## config.mk

```make
export PLATFORM = sky130hd
export DESIGN_NAME = csv_line_tokenizer
export DESIGN_NICKNAME = d
export VERILOG_FILES = /design/src/design/csv_tok_pkg.sv /design/src/design/csv_tok_step.sv /design/src/design/csv_tok_fifo.sv /design/src/design/csv_line_tokenizer.sv
export SDC_FILE = /design/constraint.sdc
export NUM_CORES = 1
export LEC_CHECK = 0
export BUFFER_PORTS_ARGS = -buffer_cell sky130_fd_sc_hd__buf_2
export CAP_MARGIN = 20
export CORE_MARGIN = 5
export CORE_UTILIZATION = 64
export DETAILED_ROUTE_END_ITERATION = 6
export PLACE_DENSITY = 0.85
export SLEW_MARGIN = 20
export SYNTH_ARGS = -nofsm -noshare
export SYNTH_HDL_FRONTEND = slang
export SYNTH_SLANG_ARGS = --single-unit
```

## constraint.sdc

```tcl
create_clock -name clk -period 6.16 [get_ports clk]
set_input_delay 0.308 -clock clk [delete_from_list [all_inputs] [get_ports clk]]
set_output_delay 0.308 -clock clk [all_outputs]
set_load 0.05 [all_outputs]
```

## src/design/csv_tok_pkg.sv

```systemverilog
// Shared types, codes and helpers for the CSV line tokenizer.
package csv_tok_pkg;

    localparam int unsigned ByteW     = 8;
    localparam int unsigned CfgAddrW  = 2;
    localparam int unsigned QDepth    = 4;
    localparam int unsigned QPtrW     = 2;
    localparam int unsigned QCntW     = 3;

    localparam logic [ByteW-1:0] DelimReset  = 8'd44;
    localparam logic [ByteW-1:0] QuoteReset  = 8'd34;
    localparam logic [ByteW-1:0] EscapeReset = 8'd92;
    localparam logic [ByteW-1:0] EolByte     = 8'd0;

    typedef enum logic [CfgAddrW-1:0] {
        CFG_DELIM  = 2'd0,
        CFG_QUOTE  = 2'd1,
        CFG_ESCAPE = 2'd2
    } cfg_addr_t;

    typedef enum logic [2:0] {
        ST_START  = 3'd0,
        ST_NORMAL = 3'd1,
        ST_QUOTED = 3'd2,
        ST_ESC    = 3'd3,
        ST_CLOSE  = 3'd4,
        ST_ERROR  = 3'd5
    } scan_state_t;

    typedef enum logic [2:0] {
        CL_EOL    = 3'd0,
        CL_DELIM  = 3'd1,
        CL_QUOTE  = 3'd2,
        CL_ESCAPE = 3'd3,
        CL_TEXT   = 3'd4
    } byte_class_t;

    typedef enum logic [1:0] {
        K_DATA = 2'd0,
        K_FEND = 2'd1,
        K_LEND = 2'd2,
        K_ERR  = 2'd3
    } kind_t;

    typedef struct packed {
        logic             field_is_null;
        kind_t            kind;
        logic [ByteW-1:0] data_byte;
        logic             last;
    } res_t;

    // Results of one byte: count (0..2), up to two results, next state.
    typedef struct packed {
        logic [1:0]  cnt;
        res_t        res0;
        res_t        res1;
        scan_state_t next_state;
    } step_t;

    function automatic res_t make_res(kind_t k, logic [ByteW-1:0] d, logic nul);
        res_t r;
        r.field_is_null = nul;
        r.kind          = k;
        r.data_byte     = d;
        r.last          = 1'b0;
        return r;
    endfunction

endpackage

```

## src/design/csv_tok_step.sv

```systemverilog
// Per-byte scan logic: classifies the byte and computes results and next state.
module csv_tok_step (
    input  csv_tok_pkg::scan_state_t    state,
    input  logic [csv_tok_pkg::ByteW-1:0] char_byte,
    input  logic [csv_tok_pkg::ByteW-1:0] delimiter_byte,
    input  logic [csv_tok_pkg::ByteW-1:0] quote_byte,
    input  logic [csv_tok_pkg::ByteW-1:0] escape_byte,
    output csv_tok_pkg::step_t          step
);
    import csv_tok_pkg::*;

    byte_class_t cls;
    logic        doubled;
    logic        err;
    logic        is_null;

    always_comb
    begin
        if (char_byte == EolByte)
            cls = CL_EOL;
        else if (char_byte == delimiter_byte)
            cls = CL_DELIM;
        else if (char_byte == quote_byte)
            cls = CL_QUOTE;
        else if (char_byte == escape_byte)
            cls = CL_ESCAPE;
        else
            cls = CL_TEXT;
    end

    assign doubled = (quote_byte == escape_byte);
    assign is_null = (state == ST_START);

    always_comb
    begin
        step.cnt        = 2'd0;
        step.res0       = make_res(K_DATA, '0, 1'b0);
        step.res1       = make_res(K_DATA, '0, 1'b0);
        step.next_state = state;
        err             = 1'b0;

        unique case (state)
            ST_START, ST_NORMAL:
            begin
                if (cls == CL_TEXT)
                begin
                    step.cnt        = 2'd1;
                    step.res0       = make_res(K_DATA, char_byte, 1'b0);
                    step.next_state = ST_NORMAL;
                end
                else if (cls == CL_DELIM)
                begin
                    step.cnt        = 2'd1;
                    step.res0       = make_res(K_FEND, '0, is_null);
                    step.next_state = ST_START;
                end
                else if (cls == CL_EOL)
                begin
                    step.cnt        = 2'd2;
                    step.res0       = make_res(K_FEND, '0, is_null);
                    step.res1       = make_res(K_LEND, '0, 1'b0);
                    step.next_state = ST_START;
                end
                else if (cls == CL_QUOTE && state == ST_START)
                    step.next_state = ST_QUOTED;
                else
                    err = 1'b1;
            end
            ST_QUOTED:
            begin
                if (cls == CL_TEXT || cls == CL_DELIM)
                begin
                    step.cnt  = 2'd1;
                    step.res0 = make_res(K_DATA, char_byte, 1'b0);
                end
                else if (cls == CL_QUOTE)
                    step.next_state = ST_CLOSE;
                else if (cls == CL_ESCAPE)
                    step.next_state = ST_ESC;
                else
                    err = 1'b1;
            end
            ST_ESC:
            begin
                if (cls == CL_QUOTE)
                begin
                    step.cnt        = 2'd1;
                    step.res0       = make_res(K_DATA, char_byte, 1'b0);
                    step.next_state = ST_QUOTED;
                end
                else
                    err = 1'b1;
            end
            ST_CLOSE:
            begin
                if (cls == CL_QUOTE && doubled)
                begin
                    step.cnt        = 2'd1;
                    step.res0       = make_res(K_DATA, char_byte, 1'b0);
                    step.next_state = ST_QUOTED;
                end
                else if (cls == CL_DELIM)
                begin
                    step.cnt        = 2'd1;
                    step.res0       = make_res(K_FEND, '0, 1'b0);
                    step.next_state = ST_START;
                end
                else if (cls == CL_EOL)
                begin
                    step.cnt        = 2'd2;
                    step.res0       = make_res(K_FEND, '0, 1'b0);
                    step.res1       = make_res(K_LEND, '0, 1'b0);
                    step.next_state = ST_START;
                end
                else
                    err = 1'b1;
            end
            default:
            begin
                // skipping after an error; zero byte restarts silently
                step.next_state = (cls == CL_EOL) ? ST_START : ST_ERROR;
            end
        endcase

        if (err)
        begin
            step.cnt        = 2'd1;
            step.res0       = make_res(K_ERR, '0, 1'b0);
            step.res1       = make_res(K_DATA, '0, 1'b0);
            step.next_state = (cls == CL_EOL) ? ST_START : ST_ERROR;
        end

        // mark the final result of this byte
        if (step.cnt == 2'd2)
            step.res1.last = 1'b1;
        else if (step.cnt == 2'd1)
            step.res0.last = 1'b1;
    end

endmodule

```

## src/design/csv_tok_fifo.sv

```systemverilog
// Small result queue: takes up to two results per cycle, hands out one.
module csv_tok_fifo (
    input  logic                            clk,
    input  logic                            rst_n,
    input  logic                            push_en,
    input  csv_tok_pkg::step_t              step,
    input  logic                            pop,
    output csv_tok_pkg::res_t               head,
    output logic [csv_tok_pkg::QCntW-1:0]   level
);
    import csv_tok_pkg::*;

    res_t             entry_reg [QDepth];
    logic [QPtrW-1:0] wr_ptr_reg;
    logic [QPtrW-1:0] wr_ptr_next;
    logic [QPtrW-1:0] rd_ptr_reg;
    logic [QPtrW-1:0] rd_ptr_next;
    logic [QCntW-1:0] count_reg;
    logic [QCntW-1:0] count_next;
    logic [1:0]       push_cnt;

    assign push_cnt    = push_en ? step.cnt : 2'd0;
    assign wr_ptr_next = wr_ptr_reg + QPtrW'(push_cnt);
    assign rd_ptr_next = rd_ptr_reg + QPtrW'(pop);
    assign count_next  = count_reg + QCntW'(push_cnt) - QCntW'(pop);

    always_ff @(posedge clk or negedge rst_n)
    begin
        if (!rst_n)
        begin
            wr_ptr_reg <= '0;
            rd_ptr_reg <= '0;
            count_reg  <= '0;
        end
        else
        begin
            wr_ptr_reg <= wr_ptr_next;
            rd_ptr_reg <= rd_ptr_next;
            count_reg  <= count_next;
        end
    end

    always_ff @(posedge clk)
    begin
        if (push_cnt != 2'd0)
            entry_reg[wr_ptr_reg] <= step.res0;
        if (push_cnt == 2'd2)
            entry_reg[wr_ptr_reg + QPtrW'(1)] <= step.res1;
    end

    assign head  = entry_reg[rd_ptr_reg];
    assign level = count_reg;

endmodule

```

## src/design/csv_line_tokenizer.sv

```systemverilog
// CSV line tokenizer top level: input register, scan logic, result queue.
// Flow: an accepted byte waits in the input register and is scanned there; its results
//   go into the result queue, whose head drives the master side.
// Throughput: one byte per cycle while at most two results wait in the queue;
//   a line end gives two results, which leave the queue one at a time.
// Reset (rst_n, async low): scan state to start of field, queue empty,
//   delimiter 44, quote 34, escape 92.
module csv_line_tokenizer (
    input  logic                              clk,
    input  logic                              rst_n,
    // config write port
    input  logic                              cfg_we,
    input  logic [csv_tok_pkg::CfgAddrW-1:0]  cfg_addr,
    input  logic [csv_tok_pkg::ByteW-1:0]     cfg_wdata,
    // byte input
    input  logic                              s_axis_tvalid,
    output logic                              s_axis_tready,
    input  logic [7:0]                        s_axis_tdata,  // [7:0] char_byte
    // result output
    output logic                              m_axis_tvalid,
    input  logic                              m_axis_tready,
    output logic [7:0]                        m_axis_tdata,  // [7:0] data_byte
    output logic [2:0]                        m_axis_tuser,  // [1:0] kind, [2] field_is_null
    output logic                              m_axis_tlast
);
    import csv_tok_pkg::*;

    // Configuration registers; the user must write them only while the block is idle; the block does not enforce it.
    logic [ByteW-1:0] delimiter_reg;
    logic [ByteW-1:0] quote_reg;
    logic [ByteW-1:0] escape_reg;

    // Input register holding the next byte to scan.
    logic             in_valid_reg;
    logic             in_valid_next;
    logic [ByteW-1:0] in_byte_reg;

    scan_state_t      state_reg;
    scan_state_t      state_next;

    step_t            step;
    res_t             head;
    logic [QCntW-1:0] level;
    logic             take;
    logic             advance;
    logic             pop;

    always_ff @(posedge clk or negedge rst_n)
    begin
        if (!rst_n)
        begin
            delimiter_reg <= DelimReset;
            quote_reg     <= QuoteReset;
            escape_reg    <= EscapeReset;
        end
        else if (cfg_we)
        begin
            unique case (cfg_addr)
                CFG_DELIM:  delimiter_reg <= cfg_wdata;
                CFG_QUOTE:  quote_reg     <= cfg_wdata;
                CFG_ESCAPE: escape_reg    <= cfg_wdata;
                default:    ;  // unused index, write dropped
            endcase
        end
    end

    // A byte is scanned once the queue has room for two results, the worst case.
    assign advance       = in_valid_reg && (level <= QCntW'(QDepth - 2));
    assign s_axis_tready = !in_valid_reg || advance;
    assign take          = s_axis_tvalid && s_axis_tready;

    always_comb
    begin
        if (take)
            in_valid_next = 1'b1;
        else if (advance)
            in_valid_next = 1'b0;
        else
            in_valid_next = in_valid_reg;
    end

    always_ff @(posedge clk or negedge rst_n)
    begin
        if (!rst_n)
            in_valid_reg <= 1'b0;
        else
            in_valid_reg <= in_valid_next;
    end

    always_ff @(posedge clk)
    begin
        if (take)
            in_byte_reg <= s_axis_tdata;
    end

    csv_tok_step u_step (
        .state          (state_reg),
        .char_byte      (in_byte_reg),
        .delimiter_byte (delimiter_reg),
        .quote_byte     (quote_reg),
        .escape_byte    (escape_reg),
        .step           (step)
    );

    assign state_next = advance ? step.next_state : state_reg;

    always_ff @(posedge clk or negedge rst_n)
    begin
        if (!rst_n)
            state_reg <= ST_START;
        else
            state_reg <= state_next;
    end

    assign pop = m_axis_tvalid && m_axis_tready;

    csv_tok_fifo u_fifo (
        .clk     (clk),
        .rst_n   (rst_n),
        .push_en (advance),
        .step    (step),
        .pop     (pop),
        .head    (head),
        .level   (level)
    );

    assign m_axis_tvalid = (level != '0);
    assign m_axis_tdata  = head.data_byte;
    assign m_axis_tuser  = {head.field_is_null, head.kind};
    assign m_axis_tlast  = head.last;

`ifndef NO_ASSERTIONS
    // Queue never overflows its four slots.
    a_level_bound: assert property (@(posedge clk) disable iff (!rst_n)
        level <= QCntW'(QDepth))
        else $error("result queue overflow");

    // While skipping after an error no result is produced.
    a_skip_silent: assert property (@(posedge clk) disable iff (!rst_n)
        (advance && state_reg == ST_ERROR) |-> (step.cnt == 2'd0))
        else $error("result produced while skipping");

    // An empty queue always lets a new byte in.
    a_empty_ready: assert property (@(posedge clk) disable iff (!rst_n)
        !m_axis_tvalid |-> s_axis_tready)
        else $error("input stalled with empty queue");

    // A held byte that was not scanned stays put.
    a_hold_byte: assert property (@(posedge clk) disable iff (!rst_n)
        (in_valid_reg && !advance) |=> (in_valid_reg && $stable(in_byte_reg)))
        else $error("pending byte lost");
`endif

endmodule

```

==> results.md, run 1 <==
- Synth top area cells: dfxtp_1 18%, dfrtp_1 15%, edfxtp_1 11%, a32o_1 7.0%, mux2_2 6.1%
- Total global-route track usage: 21.9%
- Critical Path AT: approximately 3.3 ns
- Die area: roughly 8700 sq um
- Port bufs: 36
- Design area: approximately 4800 sq um
- Data required, critical path: 6.25 ns
- Final worst slack: a little under 3 ns
- Async SR Flop Fraction: approximately two fifths
- Final hold viol count: 0
- Area after DPL: about 4600 sq um
- Initial DRC Count: around 180
- Number of global-route vias before repair: between 2,000 and 3,000
- First-pass GRT wire length: approximately 15,000 microns
- Warnings, synthesis: 0
- Worst-path cell chain: xor2_1 > nor4_2 > nand2_1 > o2bb2ai_1 > o211ai_1 > a21boi_1 > a211oi_2 > inv_1
- Die W: 93.2 microns
- Sum Neg Setup Slack: 0 ns
- Layout Area Growth over Synthesis: 7.79%
- Hold_ws: 0.00471 ns
- CP Launch Type: flop
- Yosys top cell area share: a little under a fifth
- Fmax: between 300 and 400 MHz
- Routed via count: 3,022
- Ant. Diodes: 0
- Met3 WL: slightly below 500 microns
- Synth unique cells: 64
- Vias per cell: roughly 6.5
- Die Ht: 93.2 microns
- Antenna viol nets, final: 0
- CTS tree: done
- Worst Hold Class: in -> async
- Max FFs per register: 48
- Initial antenna violation count: 0
- Remaining Overflow, GRT: 0
- Fin crit period: 3.24 ns
- Worst Tran Pin Value: 1.03 ns
- Layout fillers: roughly 490
- IO Pins: 37
- Mapped Cells: approximately 360
- Critical path's top delay family: compound AO/OA/AOI/OAI gates
- DP HPWL: between 6000 and 7000 microns
- Status: complete, no violations
- Wire length on met1: roughly 4000 microns
- Worst skew pair latency: between 0.3 and 0.4 ns
- CTS max path bufs: 2
- Crit path kind: reg -> reg
- DP Worst Slack: 2.98 ns
- Max Used Layer: met4
- Buffers and inverters on the worst path: 1
- Number of max-cap violations: 0
- Pre-antenna DRT Iters: 5
- CTS resizes: 0
- CP endpoint kind: flop
- Final nets: between 400 and 500
- Total wire length: between 9000 and 10,000 microns
- Layout cell share with drive strength beyond 1: 30.7%
- Final Setup Violations: 0
- Largest net degree at the start of global routing: 36
- Syn_area_per_cell: 12.4 sq um
- RSZ-0062 raised after global routing: no
- CTS H-tree depth: 3
- Crit path largest cell delay: ~0.83 ns
- Post-synth EDFFs: 16
- Cell Area, Synth: 4430 sq um
- TritonCTS Sinks: slightly above 90
- Yosys reg bits: 91
- Core area: between 6000 and 7000 sq um
- Initial Util: approximately 66%
- Area leader, netlist: dfxtp_1
- Std-Cell Rows: 30
- Post-CTS setup buffers: 0
- Period utilization: between 50% and 60%
- Peak supply drop: between 0.0002 and 0.0003 V
- Total power: roughly 2500 uW
- Power density cells: approximately 530 nW/um^2
- CTS Root Cell: clkbuf_8
- Met2 wire len: between 4000 and 5000 microns
- CTS buffer count: 9
- Max-slew violations: 0
- Wire per inst: between 15 and 20 microns
- Worst-path fanout max: 11
- Synth Flop Type: dfxtp_1
- CP max stage cell: a211oi_2
- Syn Nets: slightly below 400
- Leakage: between 0.0015 and 0.002 uW
- Clk_skew: about 0.012 ns
- CTS clk-pin slew, worst paths: 0.09 ns
- DRC violations left: 0
- Hold-fix buffers, CTS: 0
- Relative slew margins: 30.5%
- Sequential area share after synthesis: between 40 and 50%
- Gpl congestion: slightly below 0.9
-- synth_stat cells, types with 4 or more instances --
cell      instances
a32o_1           31
xnor2_1          18
dfstp_2           9
ha_1              5
and2_1            5
edfxtp_1         16
mux4_2           12
inv_1            12
buf_4             6
xor2_1           19
nor4_2            4
nand2_1          19
buf_2             7
a21oi_1           8
dfrtp_1          26
dfxtp_1          40
mux2_2           24
nand4_1           6
a22o_1            5
clkbuf_1          7
nor2_1           13
-- path summary, 6_finish.rpt --
kind,depth (start not counted),end,from,slack (ns)
worst min-delay path,1,u_fifo.rd_ptr_reg[1],rst_n,0.005
min in group clk,1,in_byte_reg[3],s_axis_tdata[3],0.11
worst min register to register,1,u_fifo.entry_reg[0][8],u_fifo.entry_reg[0][8],0.47
worst max register to register,8,u_fifo.entry_reg[0][10],in_byte_reg[1],2.92
max in group asynchronous,1,delimiter_reg[4],rst_n,5.67
worst max-delay path,8,u_fifo.entry_reg[0][10],in_byte_reg[1],2.92
-- layout make-up --
cell class | instances | area, sq um | share of cell area (%)
sequential | 91 | 2170 | 45.4
multi-input combinational | 231 | 2090 | 43.7
tap | 80 | 100 | 2.09
inverter | 12 | 45.0 | 0.942
timing repair buffer | 38 | 195 | 4.08
clock inverter | 6 | 45.0 | 0.942
clock buffer | 10 | 138 | 2.88
-- logic make-up after synthesis --
family | count (synthesis) | synth area share (%)
flops | 91 | 48.9
xor+xnor | 37 | 7.31
fa+ha+maj | 6 | 1.86
compound gates | 82 | 16.6
mux | 36 | 12.2
buf+inv | 36 | 4.26
simple gates | 70 | 8.89
-- metrics by stage --
step / std cells / util, %
detailed placement: 452 / 67.9
global route: 468 / 70.7
floorplan: 358 / -
global placement: 452 / 67.9
finish: 468 / 70.7
CTS: 468 / 70.6
-- metal layers --
metal | up-vias | track usage, %
li1 | 1409 | -
met1 | 1498 | 29.3
met2 | 103 | 34.5
met3 | 12 | 4.10
met4 | 0 | 10.1
met5 | - | 0
-- layout by cell type, fill, tap and decap left out, drive strengths merged, types with 5 or more instances in the layout --
| cell | n |
|---|---|
| dfxtp | 40 |
| buf | 38 |
| a32o | 34 |
| dfrtp | 26 |
| mux2 | 24 |
| nand2 | 19 |
| xor2 | 19 |
| xnor2 | 18 |
| edfxtp | 16 |
| inv | 15 |
| nor2 | 13 |
| mux4 | 12 |
| clkbuf | 10 |
| dfstp | 9 |
| a21oi | 9 |
| nand4 | 6 |
| and2 | 6 |
| a22o | 6 |
| nor4 | 6 |
| o21ai | 6 |
| ha | 5 |
-- power breakdown --
part	switching [uW]	internal, uW	leakage [uW]
Sequential	225	827	0.000886
Clock	217	161	0.0000952
Combinational	658	453	0.000912
(Power assumes the default switching activity.)
==> run 2, diff against run 1 <==
Settings changed: ABC_AREA set to 1, CORE_UTILIZATION 64 to 60, PLACE_DENSITY 0.85 to 0.8.
Clock period 6.16 ns to 3 ns, I/O delays scaled along.
==> results.md, run 2 <==
- DP HPWL: 8480 microns (was 6590 microns)
- Gpl congestion: 0.935 (was 0.893)
- CTS clk-pin slew, worst paths: 0.10 ns (was 0.09 ns)
- Data required, critical path: 3.30 ns (was 6.25 ns)
- CTS max path bufs: 2 (unchanged)
- Port bufs: 36 (unchanged)
- Routed via count: 4,231 (was 3,022)
- Cell Area, Synth: 4890 sq um (was 4430 sq um)
- Initial antenna violation count: 0 (unchanged)
- Total global-route track usage: 24.2% (was 21.9%)
- Yosys reg bits: 91 (unchanged)
- Post-CTS setup buffers: 0 (unchanged)
- Final hold viol count: 0 (unchanged)
- Synth top area cells: dfxtp_1 16%, dfrtp_1 13%, nand2_1 12%, edfxtp_1 9.8%, nand3_1 8.4% (was dfxtp_1 18%, dfrtp_1 15%, edfxtp_1 11%, a32o_1 7.0%, mux2_2 6.1%)
- Leakage: 0.00265 uW (was 0.00189 uW)
- Max-slew violations: 0 (unchanged)
- CP dominant cell by count: nand2_1
- Crit path kind: reg -> reg (unchanged)
- Final Setup Violations: 0 (unchanged)
- Worst Tran Pin Value: 0.918 ns (was 1.03 ns)
- Period utilization: 90.9% (was 52.7%)
- Power density cells: 1090 nW/um^2 (was 531 nW/um^2)
- CP Launch Type: flop (unchanged)
- Fin crit period: 2.73 ns (was 3.24 ns)
- Worst-path cell chain: inv_1 > nand2_1 > nand2_1 > nor2_1 > nand2_1 > nor2_4 > inv_2 > a21oi_2 > nand2_1 > nand2_1 > nor2_2 > nand2_4 > nand2_4 > inv_1 > ha_1 > inv_1 > fa_1 > xnor2_1 > xor2_1 (was xor2_1 > nor4_2 > nand2_1 > o2bb2ai_1 > o211ai_1 > a21boi_1 > a211oi_2 > inv_1)
- CTS H-tree depth: 3 (unchanged)
- Mapped Cells: 629 (was 358)
- Sequential share of power: 33.6% (was 41.4%)
- Layout cell share with drive strength beyond 1: 16.6% (was 30.7%)
- Buffers and inverters on the worst path: 4 (was 1)
- Area leader, netlist: dfxtp_1 (unchanged)
- Crit path largest cell delay: 0.56 ns (was 0.83 ns)
- Critical Path AT: 3.02 ns (was 3.33 ns)
- Wire per inst: 14.9 microns (was 19.4 microns)
- Post-synth top cells: 157 x nand2_1, 82 x nand3_1, 66 x nor2_1, 58 x o21ai_0, 55 x inv_1 (was 40 x dfxtp_1, 31 x a32o_1, 26 x dfrtp_1, 24 x mux2_2)
- Vias per cell: 5.44 (was 6.46)
- Most frequent cells in the layout: 157 x nand2_1, 82 x nand3_1, 66 x nor2_1 (was 40 x dfxtp_1, 36 x buf_2, 31 x a32o_1)
- Multi-input gate area: 2300 sq um (was 2090 sq um)
- Layout fillers: 723 (was 486)
- Initial Util: 60.4% (was 65.6%)
- Peak supply drop: 0.000447 V (was 0.000256 V)
- Remaining Overflow, GRT: 0 (unchanged)
- Sum Neg Setup Slack: 0 ns (unchanged)
- Largest net degree at the start of global routing: 36 (unchanged)
- Initial DRC Count: 224 (was 177)
- Async SR Flop Fraction: 38.5% (unchanged)
- CTS tree: done (unchanged)
- Comb pwr share: 52.0% (was 43.7%)
- Syn Nets: 658 (was 387)
- TritonCTS Sinks: 91 (unchanged)
- Synth unique cells: 35 (was 64)
- RSZ-0062 raised after global routing: no (unchanged)
- Total power: 5890 uW (was 2540 uW)
- First-pass GRT wire length: 19,500 microns (was 14,800 microns)
- Final nets: 697 (was 412)
- Max FFs per register: 48 (unchanged)
- Worst Hold Path EP: escape_reg[6]
- Warnings, synthesis: 0 (unchanged)
- Worst R2R Start: delimiter_reg[3] (was in_byte_reg[1])
- Hold path startpoint: cfg_wdata[6]
- Net Sw Frac: 50.2% (was 43.3%)
- Critical path's top delay family: simple AND/OR/NAND/NOR gates (was compound AO/OA/AOI/OAI gates)
- CP max stage cell: dfstp_2 (was a211oi_2)
- DRC violations left: 0 (unchanged)
- Antenna viol nets, final: 0 (unchanged)
- CTS Root Cell: clkbuf_8 (unchanged)
- Most frequent cell after synthesis: nand2_1 (was dfxtp_1)
- R2r setup slk: 0.27 ns (was 2.92 ns)
- Ant. Diodes: 0 (unchanged)
- Number of global-route vias before repair: 4,216 (was 2,954)
- Std-Cell Rows: 33 (was 30)
- Hold_ws: 0.0469 ns (was 0.00471 ns)
- Worst skew pair latency: 0.37 ns (about the same)
- Critical Path Start: delimiter_reg[3] (was in_byte_reg[1])
- Sw power: 2960 uW (was 1100 uW)
- Worst-path fanout max: 5 (was 11)
- Status: complete, no violations (unchanged)
- Pre-antenna DRT Iters: 5 (unchanged)
- Post-synth EDFFs: 16 (unchanged)
- Layout Area Growth over Synthesis: 10.1% (was 7.79%)
- Synth Flop Type: dfxtp_1 (unchanged)
- Relative slew margins: 38.8% (was 30.5%)
- Die area: 10,100 sq um (was 8690 sq um)
- FF/Latch Area: 2170 sq um (unchanged)
- Yosys top cell area share: 16.4% (was 18.1%)
- Syn_area_per_cell: 7.77 sq um (was 12.4 sq um)
- CP endpoint kind: flop (unchanged)
- Core area: 8090 sq um (was 6760 sq um)
- Total wire length: 11,600 microns (was 9070 microns)
- Worst hold stages: 3
- IO Pins: 37 (unchanged)
- Sequential area share after synthesis: 44.4% (was 48.9%)
- Die W: 100 microns (was 93.2 microns)
- R2R depth: 19 (was 8)
- Number of max-cap violations: 0 (unchanged)
- Worst Hold Class: in -> reg (was in -> async)
- Die Ht: 100 microns (was 93.2 microns)
- Commonest non-fill, non-tap cell in the layout: nand2_1 (was dfxtp_1)
- Clk pwr share: 14.4% (was 14.9%)
- Int Power: 2930 uW (was 1440 uW)
- Fmax: 367 MHz (was 308 MHz)
- FF-to-FF End: u_fifo.level[2] (was u_fifo.entry_reg[0][10])
- Clk_skew: 0.0176 ns (was 0.0123 ns)
- CTS buffer count: 9 (unchanged)
## run 2: timing repair
action	CTS	global route
hold buffers	10	0
hold endpoints to repair	35	0
setup endpoints to repair	0	1
gates resized for setup	0	2
## run 2: per-stage QoR
| step | area [sq um] | utilization (%) | instances | setup slack, ns |
|---|---|---|---|---|
| finish | 5380 | 66.5 | 778 | 0.273 |
| global route | 5380 | 66.5 | 778 | 0.00945 |
| CTS | 5380 | 66.5 | 778 | 0.245 |
| detailed placement | 5080 | 62.8 | 752 | 0.250 |
| global placement | 5080 | 62.8 | 752 | 0.336 |
| floorplan | 4890 | - | 629 | 0.510 |
## run 2: layer usage
layer / global-route usage [%] / share of wire, % / up-vias
met3: 3.68 / 6.2 / 23
li1: - / - / 2117
met1: 29.8 / 40 / 1926
met2: 42.6 / 52 / 165
met5: 0 / 0 / -
met4: 8.91 / 1.8 / 0
## run 2: worst reg2reg max path: cells and delay by family (launching register included)
kind / cells / cell delay, ns
XOR/XNOR: 2 / 0.33
AND/OR/NAND/NOR: 10 / 0.85
AO/OA/AOI/OAI: 1 / 0.16
adder cells (fa/ha/maj): 2 / 0.52
buffers and inverters: 4 / 0.26
flip-flops: 1 / 0.56
## run 2: layout make-up
cell class	count	share of cell area, %
well taps	105	2.44
inverters	63	4.39
clock inverters	6	1.32
multi-input cells	448	42.7
flip-flops and latches	91	40.3
repair buffers	55	6.46
clock buffers	10	2.37
## run 2: kinds of logic (layout without fill, tap and decap cells)
group	Yosys count	after routing	synth area share [%]
AOI/OAI and AO/OA	78	78	8.50
and+or+nand+nor	342	342	32.9
xor gates and xnor gates	22	22	3.94
DFF	91	91	44.4
buffers and inverters	90	134	8.58
adders and majority gates	6	6	1.69
## run 2: worst max path at each step
stage | end | slack [ns] | cells past startpoint
4_1_cts | u_fifo.level[2] | 0.25 | 18
3_5_place_dp | u_fifo.level[2] | 0.25 | 18
3_3_place_gp | u_fifo.level[2] | 0.34 | 19
2_1_floorplan | u_fifo.level[2] | 0.51 | 19
5_1_grt | u_fifo.level[2] | 0.009 | 18
6_report | u_fifo.level[2] | 0.27 | 19
## run 2: power groups by stage
stage / clock network, uW / registers, uW / logic, uW
after global routing: 911 / 2030 / 3380
after detailed placement: 0 / 2000 / 3040
after floorplan: 0 / 1900 / 2510
after CTS: 859 / 1970 / 3060
final: 848 / 1980 / 3070
after global placement: 0 / 1960 / 2970
